==> config.mk <==
export PLATFORM = sky130hd
export DESIGN_NAME = p2c_rot_stage
export DESIGN_NICKNAME = d
export VERILOG_FILES = /design/src/sv/p2c_pkg.sv /design/src/sv/p2c_rot_stage.sv
export SDC_FILE = /design/constraint.sdc
export NUM_CORES = 1
export LEC_CHECK = 0
export BUFFER_PORTS_ARGS = -buffer_cell sky130_fd_sc_hd__buf_2
export CORE_MARGIN = 2
export CORE_UTILIZATION = 29
export DETAILED_ROUTE_END_ITERATION = 7
export PLACE_DENSITY = 0.54
export SYNTH_ARGS = -nofsm -noshare
export SYNTH_HDL_FRONTEND = slang
export SYNTH_SLANG_ARGS = --single-unit
==> constraint.sdc <==
create_clock -name clk -period 3.4 [get_ports clk]
set_input_delay 0.51 -clock clk [delete_from_list [all_inputs] [get_ports clk]]
set_output_delay 0.51 -clock clk [all_outputs]
set_load 0.02 [all_outputs]
==> src/sv/p2c_pkg.sv <==
// Shared types and constants for the polar to cartesian converter.
// Holds the opcode codes, the vector type and the arctangent table.
// No dependencies.
package p2c_pkg;

	localparam int FRAC_BITS = 12;
	localparam int MAG_W     = 16;
	localparam int ANG_W     = 16;
	localparam int XY_W      = 31;
	localparam int Z_W       = 32;
	localparam int OUT_W     = 17;
	localparam int TABLE_LEN = 24;
	localparam int PROD_W    = XY_W + 33;
	localparam int IN_TDATA_W  = 40;
	localparam int OUT_TDATA_W = 40;

	localparam logic [31:0] GAIN_K = 32'h9B74EDA9;
	localparam logic signed [19:0] OUT_MAX = 20'sd65535;

	typedef enum logic [1:0] {
		OP_DIRECT   = 2'd0,
		OP_MIRROR_X = 2'd1,
		OP_MIRROR_Y = 2'd2,
		OP_OPPOSITE = 2'd3
	} op_t;

	typedef struct packed {
		logic signed [XY_W-1:0] x;
		logic signed [XY_W-1:0] y;
		logic signed [Z_W-1:0]  z;
	} vec_t;

	localparam logic [31:0] ATAN_TAB [0:TABLE_LEN-1] = '{
		32'h20000000, 32'h12E4051E, 32'h09FB385B, 32'h051111D4,
		32'h028B0D43, 32'h0145D7E1, 32'h00A2F61E, 32'h00517C55,
		32'h0028BE53, 32'h00145F2F, 32'h000A2F98, 32'h000517CC,
		32'h00028BE6, 32'h000145F3, 32'h0000A2F9, 32'h0000517C,
		32'h000028BE, 32'h0000145F, 32'h00000A2F, 32'h00000517,
		32'h0000028B, 32'h00000145, 32'h000000A2, 32'h00000051
	};

endpackage

==> src/sv/p2c_rot_stage.sv <==
// One CORDIC micro-rotation as a registered pipeline stage.
// Depends on p2c_pkg for the vector type and the arctangent table.
module p2c_rot_stage #(
	parameter int STEP = 0
) (
	input  logic          clk,
	input  logic          arst_n,
	input  logic          in_valid,
	output logic          in_ready,
	input  p2c_pkg::vec_t in_vec,
	output logic          out_valid,
	input  logic          out_ready,
	output p2c_pkg::vec_t out_vec
);

	logic signed [p2c_pkg::XY_W-1:0] dx;
	logic signed [p2c_pkg::XY_W-1:0] dy;
	logic signed [p2c_pkg::Z_W-1:0]  da;
	p2c_pkg::vec_t vec_d;
	p2c_pkg::vec_t vec_s1;
	logic          valid_s1;

	always_comb begin
		dx = in_vec.y >>> STEP;
		dy = in_vec.x >>> STEP;
		da = $signed(p2c_pkg::ATAN_TAB[STEP]);
		if (!in_vec.z[p2c_pkg::Z_W-1]) begin
			vec_d.x = in_vec.x - dx;
			vec_d.y = in_vec.y + dy;
			vec_d.z = in_vec.z - da;
		end else begin
			vec_d.x = in_vec.x + dx;
			vec_d.y = in_vec.y - dy;
			vec_d.z = in_vec.z + da;
		end
	end

	assign in_ready = !valid_s1 || out_ready;

	always_ff @(posedge clk or negedge arst_n) begin
		if (!arst_n) begin
			valid_s1 <= 1'b0;
		end else if (in_ready) begin
			valid_s1 <= in_valid;
		end
	end

	always_ff @(posedge clk) begin
		if (in_ready && in_valid) begin
			vec_s1 <= vec_d;
		end
	end

	assign out_valid = valid_s1;
	assign out_vec   = vec_s1;

endmodule

==> metrics.txt <==
crit end category=flip-flop; I/O pin count=194; r2r setup slk=1810 ps; die width=approximately 170 µm; first-iteration detailed-routing DRC count=547; layout cells sized above 1=0.272; CTS tree=done; total die area=29400 µm²; final hold slack=332 ps; DP HPWL=20800 µm; synth warn=0; first-pass GRT wire length=about 39000 µm; CP Class=in2reg; Seq/Total Area, Yosys=0.346; count leader, synth=a21oi_1; GR Util met3=0.0292; top cells by area, synth=edfxtp_1 34%, ha_1 14%, a21oi_1 6.6%, xnor2_1 5.8%, inv_1 4.2%; Core Area=27700 µm²; VDD IR max=0.241 mV; CTS sink count=94; fin nets=1289; highest clock rate=329 MHz; Util after Layout=0.368; via count=around 7300; CP max stage delay=between 400 and 500 ps; post-synth top area cell=edfxtp_1; Cell Pwr Density=about 400 nW/µm²; unrepaired setup endpoints after global routing=no; initial antenna violation count=1; Post-synth ARST share=0.0106; DRC=0; met2 Track Usage GR=0.270; CTS resizes=0; GR Layer Usage met1=0.236; Synth Cell Area=8140 µm²; Worst-path clk slew=80 ps; Hold Path Class=in2reg; top cell type's share of synthesized area=0.343; syn nets=1065; Fillers=2859; drt via density=4.95; Hold Vio Cnt, Final=0; Most used DFF post-synth=edfxtp_1; clock tree buffer depth=2; Skew-Pair Late Insertion Delay=340 ps; Mapped Cells=~870; diode count=0; H-tree Lvls=3; cells along the critical path=buf_2, inv_1, ha_1, o211a_1, o31ai_1, buf_4, a211oi_2, o221a_2, a41oi_1, o21a_1, o21ai_0, a22oi_1, xnor2_1; period utilisation layout=0.893; CTS Buf Count=9; routed wire length=25700 µm; post-DR wirelength/cell=17.4 µm; Max-Cap Viols=0; Setup violations, final=0; Slew HR=0.610; Antenna Nets Post-Route=0; Critical-path top delay cell=ha_1; Slew Limit Fails=0; Worst Setup Start Kind=input pin; Die Span Y=172 µm; largest net degree at the start of global routing=80; Buffers on Ports=193; Placed Area=9860 µm²; vias in the first global route=just over 7000; first-pass iteration count of the detailed router=5; Post-Route Setup TNS=0 ps; # rows=between 60 and 70; clock skew=7.91 ps; Post-synth EDFFs=93; synthesis-stage register bit count=between 90 and 100; Tmin final=3040 ps; CP Max Fanout=8; root buffer cell=clkbuf_16; worst endpoint required time=3500 ps; Synth Area per Inst=9.33 µm²; initial core utilization=0.294; measured slew at the worst slew-check pin=584 ps; Most Crowded Layer GR=met2; P_leak=4.51 nW; Synth top cells by count=108 x a21oi_1, 93 x edfxtp_1, 91 x inv_1; status=completed; All-Layer GR Usage=0.170; Yosys cell types=81; Final Cell Area=roughly 10000 µm²; Area Growth Syn to Fin=25.1%; Final Wtd Congestion=approximately 0.9; Data arrival, critical path=~3100 ps; GR Overflow Total=0
[cell type report]
type	instances	area [µm²]	area share
Multi-Input combinational cell	643	4770	0.468
Sequential cell	94	2820	0.277
Timing Repair Buffer	255	1460	0.143
Inverter	94	353	0.0346
Tap cell	378	473	0.0464
Clock inverter	7	88.8	0.00872
Clock buffer	9	225	0.0221
[power by group]
group	internal (mW)	leakage (nW)	switching, mW
Sequential	1.44	0.897	0.0279
Clock	0.588	0.152	0.469
Combinational	0.592	3.46	0.953
Total	2.62	4.51	1.45
[placed cells by master (no fill, tap or decap), drive strengths merged, types with 4 or more instances in the layout]
cell,synthesis,final
fa,4,4
o221ai,4,4
nor3,18,18
inv,93,96
a31oi,13,13
o31ai,15,15
edfxtp,93,93
xor2,5,5
nor2b,10,10
nand3,7,7
or3,5,5
nand2,37,37
or2,4,4
and3,5,5
mux2i,13,13
nand4,12,12
a21oi,109,109
buf,23,254
a221oi,4,4
nor4,10,10
nand2b,9,9
nor2,54,54
xnor2,54,54
o21a,9,9
a22oi,4,4
o21bai,25,25
clkbuf,19,9
ha,90,90
a211oi,10,10
a21o,18,18
o21ai,48,48
[layer usage]
layer	wire length, µm	vias to the layer above
met1	12000	3459
met4	431	2
met5	11	-
li1	-	3600
met3	1560	28
met2	11700	233
[worst paths after layout]
| check | start | endpoint | cells after the start |
|---|---|---|---|
| max | in_vec[36] | out_vec[57]$_DFFE_PP_ | 13 |
| min | in_vec[28] | out_vec[28]$_DFFE_PP_ | 1 |
| max reg2reg | out_valid$_DFFE_PN0N_ | out_vec[10]$_DFFE_PP_ | 3 |
| min reg2reg | out_valid$_DFFE_PN0N_ | out_valid$_DFFE_PN0N_ | 2 |
| max in group asynchronous | arst_n | out_valid$_DFFE_PN0N_ | 2 |
| min in group asynchronous | arst_n | out_valid$_DFFE_PN0N_ | 2 |
[repair_timing]
item,CTS,global route
hold buffers,1,0
endpoints found under the setup margin,0,0
hold endpoints to repair,1,0
buffers inserted,0,0
[state kept, by name, summed over array words and instances, names as in the netlist]
| signal | cells |
|---|---|
| out_valid | 1 |
| out_vec | 93 |
[cells by family after synthesis]
family          after synthesis  share of synthesized area
simple gates                182                      0.111
fa+ha+maj                    94                      0.148
xor+xnor                     59                     0.0634
flops                        94                      0.346
compound gates              294                      0.245
buf+inv                     136                     0.0687
mux                          14                     0.0174
[worst max-delay path, delay by kind of cell]
kind	cells	cell delay, ps
AOI/OAI and AO/OA	8	1720
xor gates and xnor gates	1	150
adders and majority gates	1	460
buffers and inverters	3	300
[through the flow]
step                setup slack [ps]  cells  total power, mW
finish                           362   1480             4.07
detailed placement              6.63   1463             3.03
floorplan                        493    873             2.47
global route                     164   1480             4.29
CTS                              387   1480             4.11
global placement                60.0   1463             3.03
Power figures use the tool's default switching activity.
