--- src/sv/p2c_pkg.sv ---
// Shared types and constants for the polar to cartesian converter.
// Holds the opcode codes, the vector type and the arctangent table.
// No dependencies.
package p2c_pkg;

	localparam int FRAC_BITS = 12;
	localparam int MAG_W     = 16;
	localparam int ANG_W     = 16;
	localparam int XY_W      = 31;
	localparam int Z_W       = 32;
	localparam int OUT_W     = 17;
	localparam int TABLE_LEN = 24;
	localparam int PROD_W    = XY_W + 33;
	localparam int IN_TDATA_W  = 40;
	localparam int OUT_TDATA_W = 40;

	localparam logic [31:0] GAIN_K = 32'h9B74EDA9;
	localparam logic signed [19:0] OUT_MAX = 20'sd65535;

	typedef enum logic [1:0] {
		OP_DIRECT   = 2'd0,
		OP_MIRROR_X = 2'd1,
		OP_MIRROR_Y = 2'd2,
		OP_OPPOSITE = 2'd3
	} op_t;

	typedef struct packed {
		logic signed [XY_W-1:0] x;
		logic signed [XY_W-1:0] y;
		logic signed [Z_W-1:0]  z;
	} vec_t;

	localparam logic [31:0] ATAN_TAB [0:TABLE_LEN-1] = '{
		32'h20000000, 32'h12E4051E, 32'h09FB385B, 32'h051111D4,
		32'h028B0D43, 32'h0145D7E1, 32'h00A2F61E, 32'h00517C55,
		32'h0028BE53, 32'h00145F2F, 32'h000A2F98, 32'h000517CC,
		32'h00028BE6, 32'h000145F3, 32'h0000A2F9, 32'h0000517C,
		32'h000028BE, 32'h0000145F, 32'h00000A2F, 32'h00000517,
		32'h0000028B, 32'h00000145, 32'h000000A2, 32'h00000051
	};

endpackage

--- src/sv/p2c_gain.sv ---
// Gain compensation: multiply by the CORDIC gain, then round and saturate.
// Two register stages. Depends on p2c_pkg.
module p2c_gain (
	input  logic                               clk,
	input  logic                               arst_n,
	input  logic                               in_valid,
	output logic                               in_ready,
	input  p2c_pkg::vec_t                      in_vec,
	output logic                               out_valid,
	input  logic                               out_ready,
	output logic signed [p2c_pkg::OUT_W-1:0]   x_coord,
	output logic signed [p2c_pkg::OUT_W-1:0]   y_coord
);

	localparam int SHIFT = 32 + p2c_pkg::FRAC_BITS;
	localparam int R_W   = p2c_pkg::PROD_W - SHIFT;

	logic signed [32:0]                   gain;
	logic signed [p2c_pkg::PROD_W-1:0]    prod_x_s1;
	logic signed [p2c_pkg::PROD_W-1:0]    prod_y_s1;
	logic                                 valid_s1;
	logic                                 ready_s1;
	logic signed [p2c_pkg::OUT_W-1:0]     x_s2;
	logic signed [p2c_pkg::OUT_W-1:0]     y_s2;
	logic                                 valid_s2;
	logic signed [p2c_pkg::PROD_W-1:0]    half;
	logic signed [p2c_pkg::PROD_W-1:0]    sum_x;
	logic signed [p2c_pkg::PROD_W-1:0]    sum_y;
	logic signed [R_W-1:0]                r_x;
	logic signed [R_W-1:0]                r_y;
	logic signed [p2c_pkg::OUT_W-1:0]     sat_x;
	logic signed [p2c_pkg::OUT_W-1:0]     sat_y;

	function automatic logic signed [p2c_pkg::OUT_W-1:0] clamp(input logic signed [R_W-1:0] r);
		logic signed [R_W-1:0] lim;
		lim = R_W'(p2c_pkg::OUT_MAX);
		if (r > lim) begin
			clamp = p2c_pkg::OUT_W'(lim);
		end else if (r < -lim) begin
			clamp = p2c_pkg::OUT_W'(-lim);
		end else begin
			clamp = r[p2c_pkg::OUT_W-1:0];
		end
	endfunction

	assign gain = $signed({1'b0, p2c_pkg::GAIN_K});

	assign ready_s1 = !valid_s2 || out_ready;
	assign in_ready = !valid_s1 || ready_s1;

	always_ff @(posedge clk or negedge arst_n) begin
		if (!arst_n) begin
			valid_s1 <= 1'b0;
			valid_s2 <= 1'b0;
		end else begin
			if (in_ready) begin
				valid_s1 <= in_valid;
			end
			if (ready_s1) begin
				valid_s2 <= valid_s1;
			end
		end
	end

	always_ff @(posedge clk) begin
		if (in_ready && in_valid) begin
			prod_x_s1 <= p2c_pkg::PROD_W'(in_vec.x * gain);
			prod_y_s1 <= p2c_pkg::PROD_W'(in_vec.y * gain);
		end
	end

	always_comb begin
		half  = $signed({{(p2c_pkg::PROD_W-1){1'b0}}, 1'b1}) <<< (SHIFT - 1);
		sum_x = prod_x_s1 + half;
		sum_y = prod_y_s1 + half;
		r_x   = sum_x[p2c_pkg::PROD_W-1:SHIFT];
		r_y   = sum_y[p2c_pkg::PROD_W-1:SHIFT];
		sat_x = clamp(r_x);
		sat_y = clamp(r_y);
	end

	always_ff @(posedge clk) begin
		if (ready_s1 && valid_s1) begin
			x_s2 <= sat_x;
			y_s2 <= sat_y;
		end
	end

	assign out_valid = valid_s2;
	assign x_coord   = x_s2;
	assign y_coord   = y_s2;

endmodule

--- config.mk ---
export PLATFORM = sky130hd
export DESIGN_NAME = p2c_gain
export DESIGN_NICKNAME = d
export VERILOG_FILES = /design/src/sv/p2c_pkg.sv /design/src/sv/p2c_gain.sv
export SDC_FILE = /design/constraint.sdc
export NUM_CORES = 2
export LEC_CHECK = 0
export BUFFER_PORTS_ARGS = -buffer_cell sky130_fd_sc_hd__buf_2
export CORE_UTILIZATION = 50
export DETAILED_ROUTE_END_ITERATION = 7
export GPL_TIMING_DRIVEN = 0
export PLACE_DENSITY = 0.69
export SYNTH_ARGS = -nofsm -noshare
export SYNTH_HDL_FRONTEND = slang
export SYNTH_SLANG_ARGS = --single-unit
--- constraint.sdc ---
create_clock -name clk -period 2.72 [get_ports clk]
set_input_delay 0.136 -clock clk [delete_from_list [all_inputs] [get_ports clk]]
set_output_delay 0.136 -clock clk [all_outputs]
set_load 0.02 [all_outputs]
==> results.ini <==
[status]
outcome = complete, but fails checks
violations = setup timing

[worst_setup_path]
ff2ff_path_depth = 10
end_kind = flop
arrival_ps = 6890
worstSetupStartpointType = input port
cp.required_ps = 2810
critical_path.max_fanout = 5
crit_type = input port to flop

[sta]
fmax_mhz = 147
min_period_over_period = 2.50
slew_headroom = 0.486
slew_viol_final = 0
setup_viol = 44
finalHoldViolCount = 0
finClkSkew_ps = 10.3
finalCriticalPeriod_ps = 6800
fin_ws_ps = -4080
timing.hold.ws_ps = 10.0
rsz0062_at_grt = yes
tightestPinTransition_ps = 771

[die]
die_area_sq_mm = 0.0741
core_area_sq_mm = 0.0719
dieWidth_um = 272
row_count = 98
ioPinCount = 134
initial_core_util = 0.508
chipHeight_um = 272

[clocking]
cts_buffers = 9
htreeDepth = 3
clock-root-buffer = clkbuf_16
clock_latency_ps = 340
clkTransAtPathRegs_ps = 60
clkSinkCount = 78
tritoncts = done
ctsLongestPathBuffers = 2

[place]
dp_hpwl_mm = 81.1
io_buffer_count = 101
gp_congestion = 0.943

[synthesis]
syn_area_per_cell_sq_um = 10.4
synth_async_sr_flop_share = 0.0256
netlist_area_sq_mm = 0.0365
synth_edf_count = 76
synth-seq-cells = 78
yosysWarningCount = 0
synth-seq-area-share = 0.0639
syn_inst = 3501
synth_cell_types = 71
synth_ff_type = edfxtp_1
syn_nets = 5135

[route]
wl_per_cell_um = 19.7
drt_pass1_iterations = 7
drtIter0Drc = 1235
via_count = 24500
drc = 0
routed_via_density = 5.21
ant_nets = 0
finalWirelength_mm = 92.4

[hold_path]
min_path_cells = 2
hp-class = input port to flop

[finish]
drive_gt1_frac = 0.161
register_area_sq_mm = 0.00233
fillerInstances = 6002
final_cell_mix = 1156 x inv_1, 778 x fa_1, 623 x ha_1
final_common_cell = inv_1
multi_input_area_sq_mm = 0.0316
post-route-util = 0.585
area_growth_pct = 15.1
nets = 5379

[grt]
grt_usage = 0.259
grt_pass1_wl_mm = 146
antenna_found_initial = 2
grt_max_degree = 43
grt_pass1_vias = 26700
grt_overflow = 0

[run]
cap_violations = 0

-- timing repair --
action	4_1_cts	5_1_grt
gates cloned	2	2
hold buffers	1	0
setup buffers	80	56
gates resized for setup	380	144
endpoints found under the setup margin	74	74
hold endpoints to repair	2	0
pin swaps	136	126
-- path summary, 6_finish.rpt --
kind	slack, ps	end	startpoint
max in group asynchronous	2520	valid_s1	arst_n
setup / recovery	-4080	prod_x_s1[57]	in_vec[75]
min in group asynchronous	100	out_valid	arst_n
setup reg to reg	-80	x_coord[0]	prod_x_s1[44]
hold / removal	10	valid_s1	in_valid
hold reg to reg	480	out_valid	valid_s1
-- sequential cells by signal, summed over array words and instances, names as in the netlist --
| signal | count |
|---|---|
| prod_x_s1 | 21 |
| prod_y_s1 | 21 |
| x_coord | 17 |
| y_coord | 17 |
| out_valid | 1 |
| valid_s1 | 1 |
-- synth_stat cells, types with 10 or more instances --
cell type | number | area (sq um)
nor3_1 | 14 | 70.1
nand2_1 | 56 | 210
xor2_1 | 35 | 307
nor2_1 | 67 | 251
nand4_1 | 29 | 181
a21oi_1 | 89 | 445
ha_1 | 700 | 8760
o211ai_1 | 10 | 75.1
a21o_1 | 42 | 315
nand2b_1 | 10 | 62.6
o21ai_0 | 87 | 435
fa_1 | 836 | 16700
nand3_1 | 37 | 185
a211oi_1 | 13 | 97.6
xnor2_1 | 42 | 368
o21a_1 | 10 | 75.1
or2_2 | 11 | 68.8
edfxtp_1 | 76 | 2280
inv_1 | 1200 | 4500
-- layer usage --
metal / vias up / share of wire / global-route usage
met2: 673 / 0.48 / 0.429
met1: 12400 / 0.43 / 0.349
li1: 11200 / - / -
met3: 186 / 0.055 / 0.0329
met4: 4 / 0.040 / 0.0923
met5: - / 0.00028 / 0
-- through the flow --
step	instance area, sq um	worst slack [ps]	setup TNS [ps]	std cells
floorplan	36900	-3910	-144980	3501
global placement	38600	-5200	-205710	4552
detailed placement	38600	-5210	-208850	4553
CTS	41000	-4190	-160630	4649
global route	42000	-4320	-170200	4700
finish	42000	-4080	-161000	4701
-- critical path, cell delays in order --
cell	delay, ps
buf_12	120
fa_2	490
fa_1	560
inv_2	50
fa_2	580
inv_2	40
fa_1	460
fa_1	510
fa_1	460
fa_1	510
inv_1	50
fa_1	490
inv_2	50
ha_4	230
a21oi_4	160
o21ai_2	80
a221o_1	390
a311oi_2	300
o211ai_1	160
o21a_4	250
buf_6	120
buf_6	120
a21oi_4	190
buf_6	130
o21ai_2	60
xor2_1	160
-- area by class of cell --
type                    instances  share of cell area
multi-input cells            2213               0.752
well taps                     950              0.0283
repair buffers                235              0.0485
clock buffers                  10             0.00545
inverters                    1200               0.107
clock inverters                 6             0.00167
flip-flops and latches         78              0.0555
plain buffers                   8             0.00137
diodes                          1           0.0000595
-- cells by family (layout without fill, tap and decap cells) --
| kind of cell | Yosys count | in the layout | synth area share |
|---|---|---|---|
| AND/OR/NAND/NOR | 283 | 283 | 0.0403 |
| XOR/XNOR | 77 | 77 | 0.0185 |
| other | 0 | 1 | 0 |
| flip-flops | 78 | 78 | 0.0639 |
| buffers and inverters | 1211 | 1459 | 0.125 |
| multiplexers | 2 | 2 | 0.000548 |
| adder cells (fa/ha/maj) | 1536 | 1536 | 0.698 |
| AO/OA/AOI/OAI | 314 | 315 | 0.0537 |
Power is left out: the tool's default activity adds up to more than one toggle a clock period on the data nets, which glitch-free logic cannot reach.
