<file path="src/sv/p2c_pkg.sv">
// Shared types and constants for the polar to cartesian converter.
// Holds the opcode codes, the vector type and the arctangent table.
// No dependencies.
package p2c_pkg;

	localparam int FRAC_BITS = 12;
	localparam int MAG_W     = 16;
	localparam int ANG_W     = 16;
	localparam int XY_W      = 31;
	localparam int Z_W       = 32;
	localparam int OUT_W     = 17;
	localparam int TABLE_LEN = 24;
	localparam int PROD_W    = XY_W + 33;
	localparam int IN_TDATA_W  = 40;
	localparam int OUT_TDATA_W = 40;

	localparam logic [31:0] GAIN_K = 32'h9B74EDA9;
	localparam logic signed [19:0] OUT_MAX = 20'sd65535;

	typedef enum logic [1:0] {
		OP_DIRECT   = 2'd0,
		OP_MIRROR_X = 2'd1,
		OP_MIRROR_Y = 2'd2,
		OP_OPPOSITE = 2'd3
	} op_t;

	typedef struct packed {
		logic signed [XY_W-1:0] x;
		logic signed [XY_W-1:0] y;
		logic signed [Z_W-1:0]  z;
	} vec_t;

	localparam logic [31:0] ATAN_TAB [0:TABLE_LEN-1] = '{
		32'h20000000, 32'h12E4051E, 32'h09FB385B, 32'h051111D4,
		32'h028B0D43, 32'h0145D7E1, 32'h00A2F61E, 32'h00517C55,
		32'h0028BE53, 32'h00145F2F, 32'h000A2F98, 32'h000517CC,
		32'h00028BE6, 32'h000145F3, 32'h0000A2F9, 32'h0000517C,
		32'h000028BE, 32'h0000145F, 32'h00000A2F, 32'h00000517,
		32'h0000028B, 32'h00000145, 32'h000000A2, 32'h00000051
	};

endpackage

</file>
<file path="src/sv/p2c_pre.sv">
// Front stage: effective angle from the opcode and quadrant reduction.
// Depends on p2c_pkg.
module p2c_pre (
	input  logic                           clk,
	input  logic                           arst_n,
	input  logic                           in_valid,
	output logic                           in_ready,
	input  logic [1:0]                     opcode,
	input  logic [p2c_pkg::MAG_W-1:0]      magnitude,
	input  logic [p2c_pkg::ANG_W-1:0]      angle,
	output logic                           out_valid,
	input  logic                           out_ready,
	output p2c_pkg::vec_t                  out_vec
);

	logic [p2c_pkg::ANG_W-1:0] a16;
	logic                      flip;
	logic signed [p2c_pkg::XY_W-1:0] x0;
	p2c_pkg::vec_t             vec_d;
	p2c_pkg::vec_t             vec_s1;
	logic                      valid_s1;

	always_comb begin
		case (p2c_pkg::op_t'(opcode))
			p2c_pkg::OP_DIRECT:   a16 = angle;
			p2c_pkg::OP_MIRROR_X: a16 = 16'h8000 - angle;
			p2c_pkg::OP_MIRROR_Y: a16 = 16'h0000 - angle;
			p2c_pkg::OP_OPPOSITE: a16 = 16'h8000 + angle;
			default:              a16 = angle;
		endcase
		flip = a16[15] ^ a16[14];
		x0 = $signed({3'b000, magnitude, {p2c_pkg::FRAC_BITS{1'b0}}});
		vec_d.x = flip ? -x0 : x0;
		vec_d.y = '0;
		vec_d.z = $signed({a16[15] ^ flip, a16[14:0], 16'h0000});
	end

	assign in_ready = !valid_s1 || out_ready;

	always_ff @(posedge clk or negedge arst_n) begin
		if (!arst_n) begin
			valid_s1 <= 1'b0;
		end else if (in_ready) begin
			valid_s1 <= in_valid;
		end
	end

	always_ff @(posedge clk) begin
		if (in_ready && in_valid) begin
			vec_s1 <= vec_d;
		end
	end

	assign out_valid = valid_s1;
	assign out_vec   = vec_s1;

endmodule

</file>
<file path="config.mk">
export PLATFORM = sky130hd
export DESIGN_NAME = p2c_pre
export DESIGN_NICKNAME = d
export VERILOG_FILES = /design/src/sv/p2c_pkg.sv /design/src/sv/p2c_pre.sv
export SDC_FILE = /design/constraint.sdc
export NUM_CORES = 1
export LEC_CHECK = 0
export BUFFER_PORTS_ARGS = -buffer_cell sky130_fd_sc_hd__buf_2
export CORE_MARGIN = 2
export CORE_UTILIZATION = 43
export CTS_BUF_LIST = sky130_fd_sc_hd__clkbuf_8
export DETAILED_ROUTE_END_ITERATION = 12
export GPL_TIMING_DRIVEN = 0
export MAX_ROUTING_LAYER = met4
export PLACE_DENSITY = 0.8
export SLEW_MARGIN = 20
export SYNTH_ARGS = -nofsm -noshare
export SYNTH_HDL_FRONTEND = slang
export SYNTH_SLANG_ARGS = --single-unit
</file>
<file path="constraint.sdc">
create_clock -name clk -period 1.73 [get_ports clk]
set_input_delay 0.346 -clock clk [delete_from_list [all_inputs] [get_ports clk]]
set_output_delay 0.346 -clock clk [all_outputs]
set_load 0.005 [all_outputs]
</file>
==> summary.txt, run 1 <==
CTS tree = built
max-slew violations = 0
most common cell after layout, fill and taps aside = buf_2
vias in the first global route = 1982
worst-path maximum fanout = 3
WL/cell = 12.4 um
peak supply drop = 0.383 mV
CTS H-Tree Depth = 2
IO buf count = 73
Synth Flop Type = edfxtp_1
# rows = 28
RSZ-0062 raised after global routing = true
die height = 82.3 um
first-pass GRT wire length = 8.93 mm
CTS max path bufs = 2
total grt overflow = 0
Yosys warning total = 0
final wirelength = 5.89 mm
Netlist cell types = 44
drt pass-1 iters = 4
dpl ws = -1180 ps
MaxCap Viol Count = 0
NumNets Final = 444
LEAKAGE = 1.75 nW
synthesized flop and latch total = 36
largest net degree at the start of global routing = 36
Hold Vio Cnt, Final = 0
min Tclk post-route = 2410 ps
synthesized instance count = 254
Crit path required time = 1770 ps
power density cells = 696 nW/um2
Clock Sinks = 36
average size of a mapped cell = 10.4 um2
top cell type's share of synthesized area = 0.398
Hold Path Class = in2reg
Seq/Total Area, Yosys = 0.408
largest cells by area after synthesis = edfxtp_1 (40%), buf_4 (17%), xor2_1 (4.6%), o21ai_0 (3.2%), nor3_2 (3.0%)
DP Wirelength = 4.50 mm
Inserted Clock Buffers = 5
critical path arrival = 2450 ps
vias after detailed routing = 2166
Starting Density = 0.446
core area = 5920 um2
GRT Util Overall = 0.178
cell taking the most area after synthesis = edfxtp_1
total die area = 6780 um2
DRT antenna net count = 0
fin worst setup slack = -682 ps
IO Count = 134
final clock period utilization by the worst path = 1.39
Worst-Margin Slew = 800 ps
final-report setup violation count = 22
WS Path Type = in2reg
Antenna diodes = 0
clock transition at the registers of the reported paths = 70 ps
DR iter-0 viols = 54
EDFF count, synth = 35
Clock Latency Late Sink = 290 ps
most frequent cells in the layout = buf_2 (69), buf_4 (68), conb_1 (59)
RD Place Congestion = 0.819
CP endpoint kind = register
status = complete, but fails checks
highest clock rate = 415 MHz
final core occ = 0.630
initial antenna violation count = 0
non-filler cells, final = 477
post-route DRC violation count = 0
Startpoint Class = input pin
hold_ws = 257 ps
setup TNS = -11500 ps
share of cells above drive strength 1 = 0.512
fraction of registers with async set or reset after synthesis = 0.0278
Die Span X = 82.3 um
Syn-to-layout area delta = 41.3%
CTS Root Cell = clkbuf_8
failing checks = negative setup slack
Clock Skew = 4.30 ps
Syn Std Cell Area = 2640 um2
Post-Place Cells = 460
routed vias/inst = 4.54
Slew headroom = 0.467
==> layout make-up <==
class	count	area (um2)
Inverter	7	31.3
Clock inverter	3	37.5
Clock buffer	5	68.8
Timing Repair Buffer	86	512
Sequential cell	36	1080
Buffer	64	504
Multi-Input combinational cell	201	1410
Tap cell	75	93.8
Fill cell	488	2190
==> power by group <==
part	total [W]	switching (W)	internal, W	leakage (nW)
combinational	0.000787	0.000388	0.000399	1.35
clock	0.000712	0.000292	0.000419	0.0532
sequential	0.00110	0.0000165	0.00108	0.347
total	0.00259	0.000697	0.00190	1.75
==> metal layers <==
layer / vias to the layer above / wire length, um / GRT usage
met5: - / 0 / -
met2: 115 / 2990 / 0.317
met4: 0 / 62 / 0.0617
li1: 1070 / - / -
met3: 10 / 563 / 0.0413
met1: 971 / 2270 / 0.193
==> worst max-delay path, stage by stage <==
cell and delay, ps:
buf_8 90, or4_4 550, nor4_4 300, mux2_4 350, o211a_4 260, or2_4 240, mux2_4 300
==> cell families after synthesis <==
kind of cell | after synthesis | synth area share
compound gates | 36 | 0.0948
xor+xnor | 16 | 0.0531
fa+ha+maj | 5 | 0.0237
buf+inv | 75 | 0.199
flops | 36 | 0.408
mux | 4 | 0.0194
other cells | 1 | 0.00142
simple gates | 81 | 0.201
==> state kept, by name, summed over array words and instances (netlist names) <==
signal     cells
out_valid      1
out_vec       35
==> repair_timing <==
action | 4_1_cts | 5_1_grt
pin swaps | 10 | 11
hold buffers | 1 | 0
setup endpoints to repair | 25 | 26
buffers inserted | 8 | 4
endpoints found under the hold margin | 1 | 0
cloned | 0 | 1
gates resized for setup | 19 | 21
==> Yosys cell counts, drive strengths merged, types with 6 or more instances <==
library cell,instances
edfxtp,35
buf,62
nor4,7
o31ai,6
xor2,14
nor2,13
nor3,15
nand2,15
inv,7
clkbuf,6
o21ai,17
==> through the flow <==
stage,total power (W),area (um2)
2_1_floorplan,0.00158,2920
3_3_place_gp,0.00177,3380
3_5_place_dp,0.00179,3380
4_1_cts,0.00255,3620
5_1_grt,0.00274,3730
6_report,0.00259,3730
==> worst paths after layout <==
kind / to / start / slack [ps] / cells past startpoint
setup / recovery: out_vec[76] / angle[3] / -680 / 7
min in group asynchronous: out_valid / arst_n / 360 / 2
setup reg to reg: out_vec[93] / out_valid / 200 / 2
hold reg to reg: out_valid / out_valid / 520 / 2
max in group asynchronous: out_valid / arst_n / 1290 / 2
hold / removal: out_valid / in_valid / 260 / 2
No activity file was read; power rests on OpenSTA's default activity.
==> run 2, diff against run 1 <==
--- a/config.mk
+++ b/config.mk
@@ -6,13 +6,16 @@
 export NUM_CORES = 1
 export LEC_CHECK = 0
 export BUFFER_PORTS_ARGS = -buffer_cell sky130_fd_sc_hd__buf_2
+export CELL_PAD_IN_SITES_DETAIL_PLACEMENT = 1
+export CELL_PAD_IN_SITES_GLOBAL_PLACEMENT = 1
 export CORE_MARGIN = 2
-export CORE_UTILIZATION = 43
+export CORE_UTILIZATION = 31
 export CTS_BUF_LIST = sky130_fd_sc_hd__clkbuf_8
 export DETAILED_ROUTE_END_ITERATION = 12
 export GPL_TIMING_DRIVEN = 0
 export MAX_ROUTING_LAYER = met4
-export PLACE_DENSITY = 0.8
+export PLACE_DENSITY = 0.79
+export SKIP_CTS_REPAIR_TIMING = 1
 export SLEW_MARGIN = 20
 export SYNTH_ARGS = -nofsm -noshare
 export SYNTH_HDL_FRONTEND = slang
==> run 2 against run 1 <==
Net effect:
- the run still ends with negative setup slack left
- register-to-register slack worse by 40 ps
- first-iteration DRC count down 9.3%
- routed wire length up 15%
- largest cell class unchanged
==> summary.txt, run 2 (same netlist as run 1, synthesis figures left out) <==
Post-Place Cells = 490 (+6.5%)
CP max stage delay = 780 ps (+230 ps)
LEAKAGE = 1.76 nW (+0.80%)
max FFs per register = 35 (unchanged)
CTS Root Cell = clkbuf_8
IO Count = 134 (unchanged)
switching share of power = 0.283 (+0.0144)
total grt overflow = 0 (unchanged)
worst-path maximum fanout = 4 (+1)
WS Path Type = in2reg
final-report setup violation count = 23 (+4.5%)
Clock Latency Late Sink = 290 ps (about the same)
Cell Chain, Critical Path = buf_2, or4_1, nor4_1, and4bb_2, a311oi_2, xor2_1
critical path arrival = 2530 ps (+80 ps)
initial antenna violation count = 0 (unchanged)
WL/cell = 13.3 um (+7.8%)
CP max stage cell = nor4_1
worst r2r path cells = 2 (unchanged)
Internal = 0.00191 W (+0.77%)
DR iter-0 viols = 49 (-9.3%)
min Tclk post-route = 2490 ps (+82.3 ps)
post-route DRC violation count = 0 (unchanged)
CTS max path bufs = 2 (unchanged)
# rows = 33 (+18%)
peak supply drop = 0.290 mV (-24%)
Hold Path Class = in2reg
part of the power in registers = 0.411 (-0.011)
vias in the first global route = 2095 (+5.7%)
core area = 8220 um2 (+39%)
Worst-Margin Slew = 1010 ps (+207 ps)
dpl ws = -1230 ps (-53.8 ps)
first-pass GRT wire length = 9.72 mm (+8.8%)
CP endpoint kind = register
final wirelength = 6.76 mm (+15%)
Crit path required time = 1770 ps (about the same)
status = complete, but fails checks
fin worst setup slack = -765 ps (-82.3 ps)
clock group share of total power = 0.285 (+0.011)
RSZ-0062 raised after global routing = true
final clock period utilization by the worst path = 1.44 (+0.0476)
Antenna diodes = 0 (unchanged)
vias after detailed routing = 2206 (+1.8%)
NumNets Final = 445 (+0.23%)
Inserted Clock Buffers = 5 (unchanged)
combinational fraction of design power = 0.304 (about the same)
Slew headroom = 0.322 (-0.144)
GRT Util Overall = 0.139 (-0.0384)
Clock Sinks = 36 (unchanged)
DP Wirelength = 5.20 mm (+16%)
most common cell after layout, fill and taps aside = buf_4
hold_ws = 258 ps (+0.330 ps)
Startpoint Class = input pin
Post-Layout Inst Area = 3790 um2 (+1.6%)
CTS H-Tree Depth = 2 (unchanged)
Net Sw Power = 0.000755 W (+8.3%)
most frequent cells in the layout = buf_4 (68), buf_2 (67), conb_1 (59)
non-filler cells, final = 508 (+6.5%)
IO buf count = 73 (unchanged)
Syn-to-layout area delta = 43.6%
die height = 96.3 um (+17%)
failing checks = negative setup slack
Hold Vio Cnt, Final = 0 (unchanged)
hold path depth = 2 (unchanged)
max-slew violations = 0 (unchanged)
total die area = 9270 um2 (+37%)
MaxCap Viol Count = 0 (unchanged)
Clock Skew = 7.55 ps (+3.25 ps)
Die Span X = 96.3 um (+17%)
area of placed instances = 3420 um2 (+1.1%)
routed vias/inst = 4.34 (-4.4%)
DRT antenna net count = 0 (unchanged)
Starting Density = 0.321 (-0.125)
largest net degree at the start of global routing = 36 (unchanged)
clock transition at the registers of the reported paths = 80 ps (about the same)
share of cells above drive strength 1 = 0.509 (-0.00375)
CTS tree = built
highest clock rate = 401 MHz (-3.3%)
power density cells = 704 nW/um2 (+1.2%)
RD Place Congestion = 0.832 (+1.6%)
drt pass-1 iters = 4 (unchanged)
-- run 2: changes by cell type in the layout (fill, tap and decap cells not counted), moves of 2 or more --
cell,previous run,this run
nor3_4,1,4
buf_2,69,67
buf_6,6,11
nor3_2,8,5
nor4_2,3,1
clkinv_1,2,0
-- run 2: per-stage QoR --
stage | total power, W | setup TNS, ps | util
after global routing | 0.00281 | -13880 | 0.461
after floorplan | 0.00158 | -14120 | -
after global placement | 0.00178 | -22900 | 0.416
after detailed placement | 0.00181 | -25300 | 0.416
after CTS | 0.00257 | -15300 | 0.430
final | 0.00267 | -12430 | 0.461
-- run 2: power groups by stage --
stage	sequential, W	combinational, W	clock [W]
floorplan	0.00113	0.000450	0
global placement	0.00111	0.000670	0
detailed placement	0.00112	0.000693	0
CTS	0.00110	0.000695	0.000780
global route	0.00110	0.000888	0.000813
finish	0.00110	0.000810	0.000759
-- run 2: layout make-up --
class                           count  area (um2)
Sequential cell                    36        1080
Tap cell                          105         131
Fill cell                         957        4430
Multi-Input combinational cell    201        1410
Inverter                            7        31.3
Buffer                             64         498
Timing Repair Buffer               87         529
Clock buffer                        5        68.8
Clock inverter                      3        42.5
-- run 2: worst max-delay path, delay by kind of cell --
family	cells	cell delay, ps
AND/OR/NAND/NOR	3	1770
AO/OA/AOI/OAI	1	130
XOR/XNOR	1	170
buffers and inverters	1	120
-- run 2: worst paths after layout --
| check | start | to | slack (ps) |
|---|---|---|---|
| min in group asynchronous | arst_n | out_valid | 360 |
| worst min-delay path | in_valid | out_valid | 260 |
| worst max-delay path | magnitude[3] | out_vec[90] | -760 |
| worst min register to register | out_valid | out_valid | 530 |
| worst max register to register | out_valid | out_vec[30] | 160 |
| max in group asynchronous | arst_n | out_valid | 1290 |
-- run 2: routing by layer --
metal	vias up	track usage	routed length, um
met2	104	0.244	3410
li1	1073	-	-
met1	1020	0.162	2720
met5	-	-	0
met3	9	0.0305	529
met4	0	0.0345	108
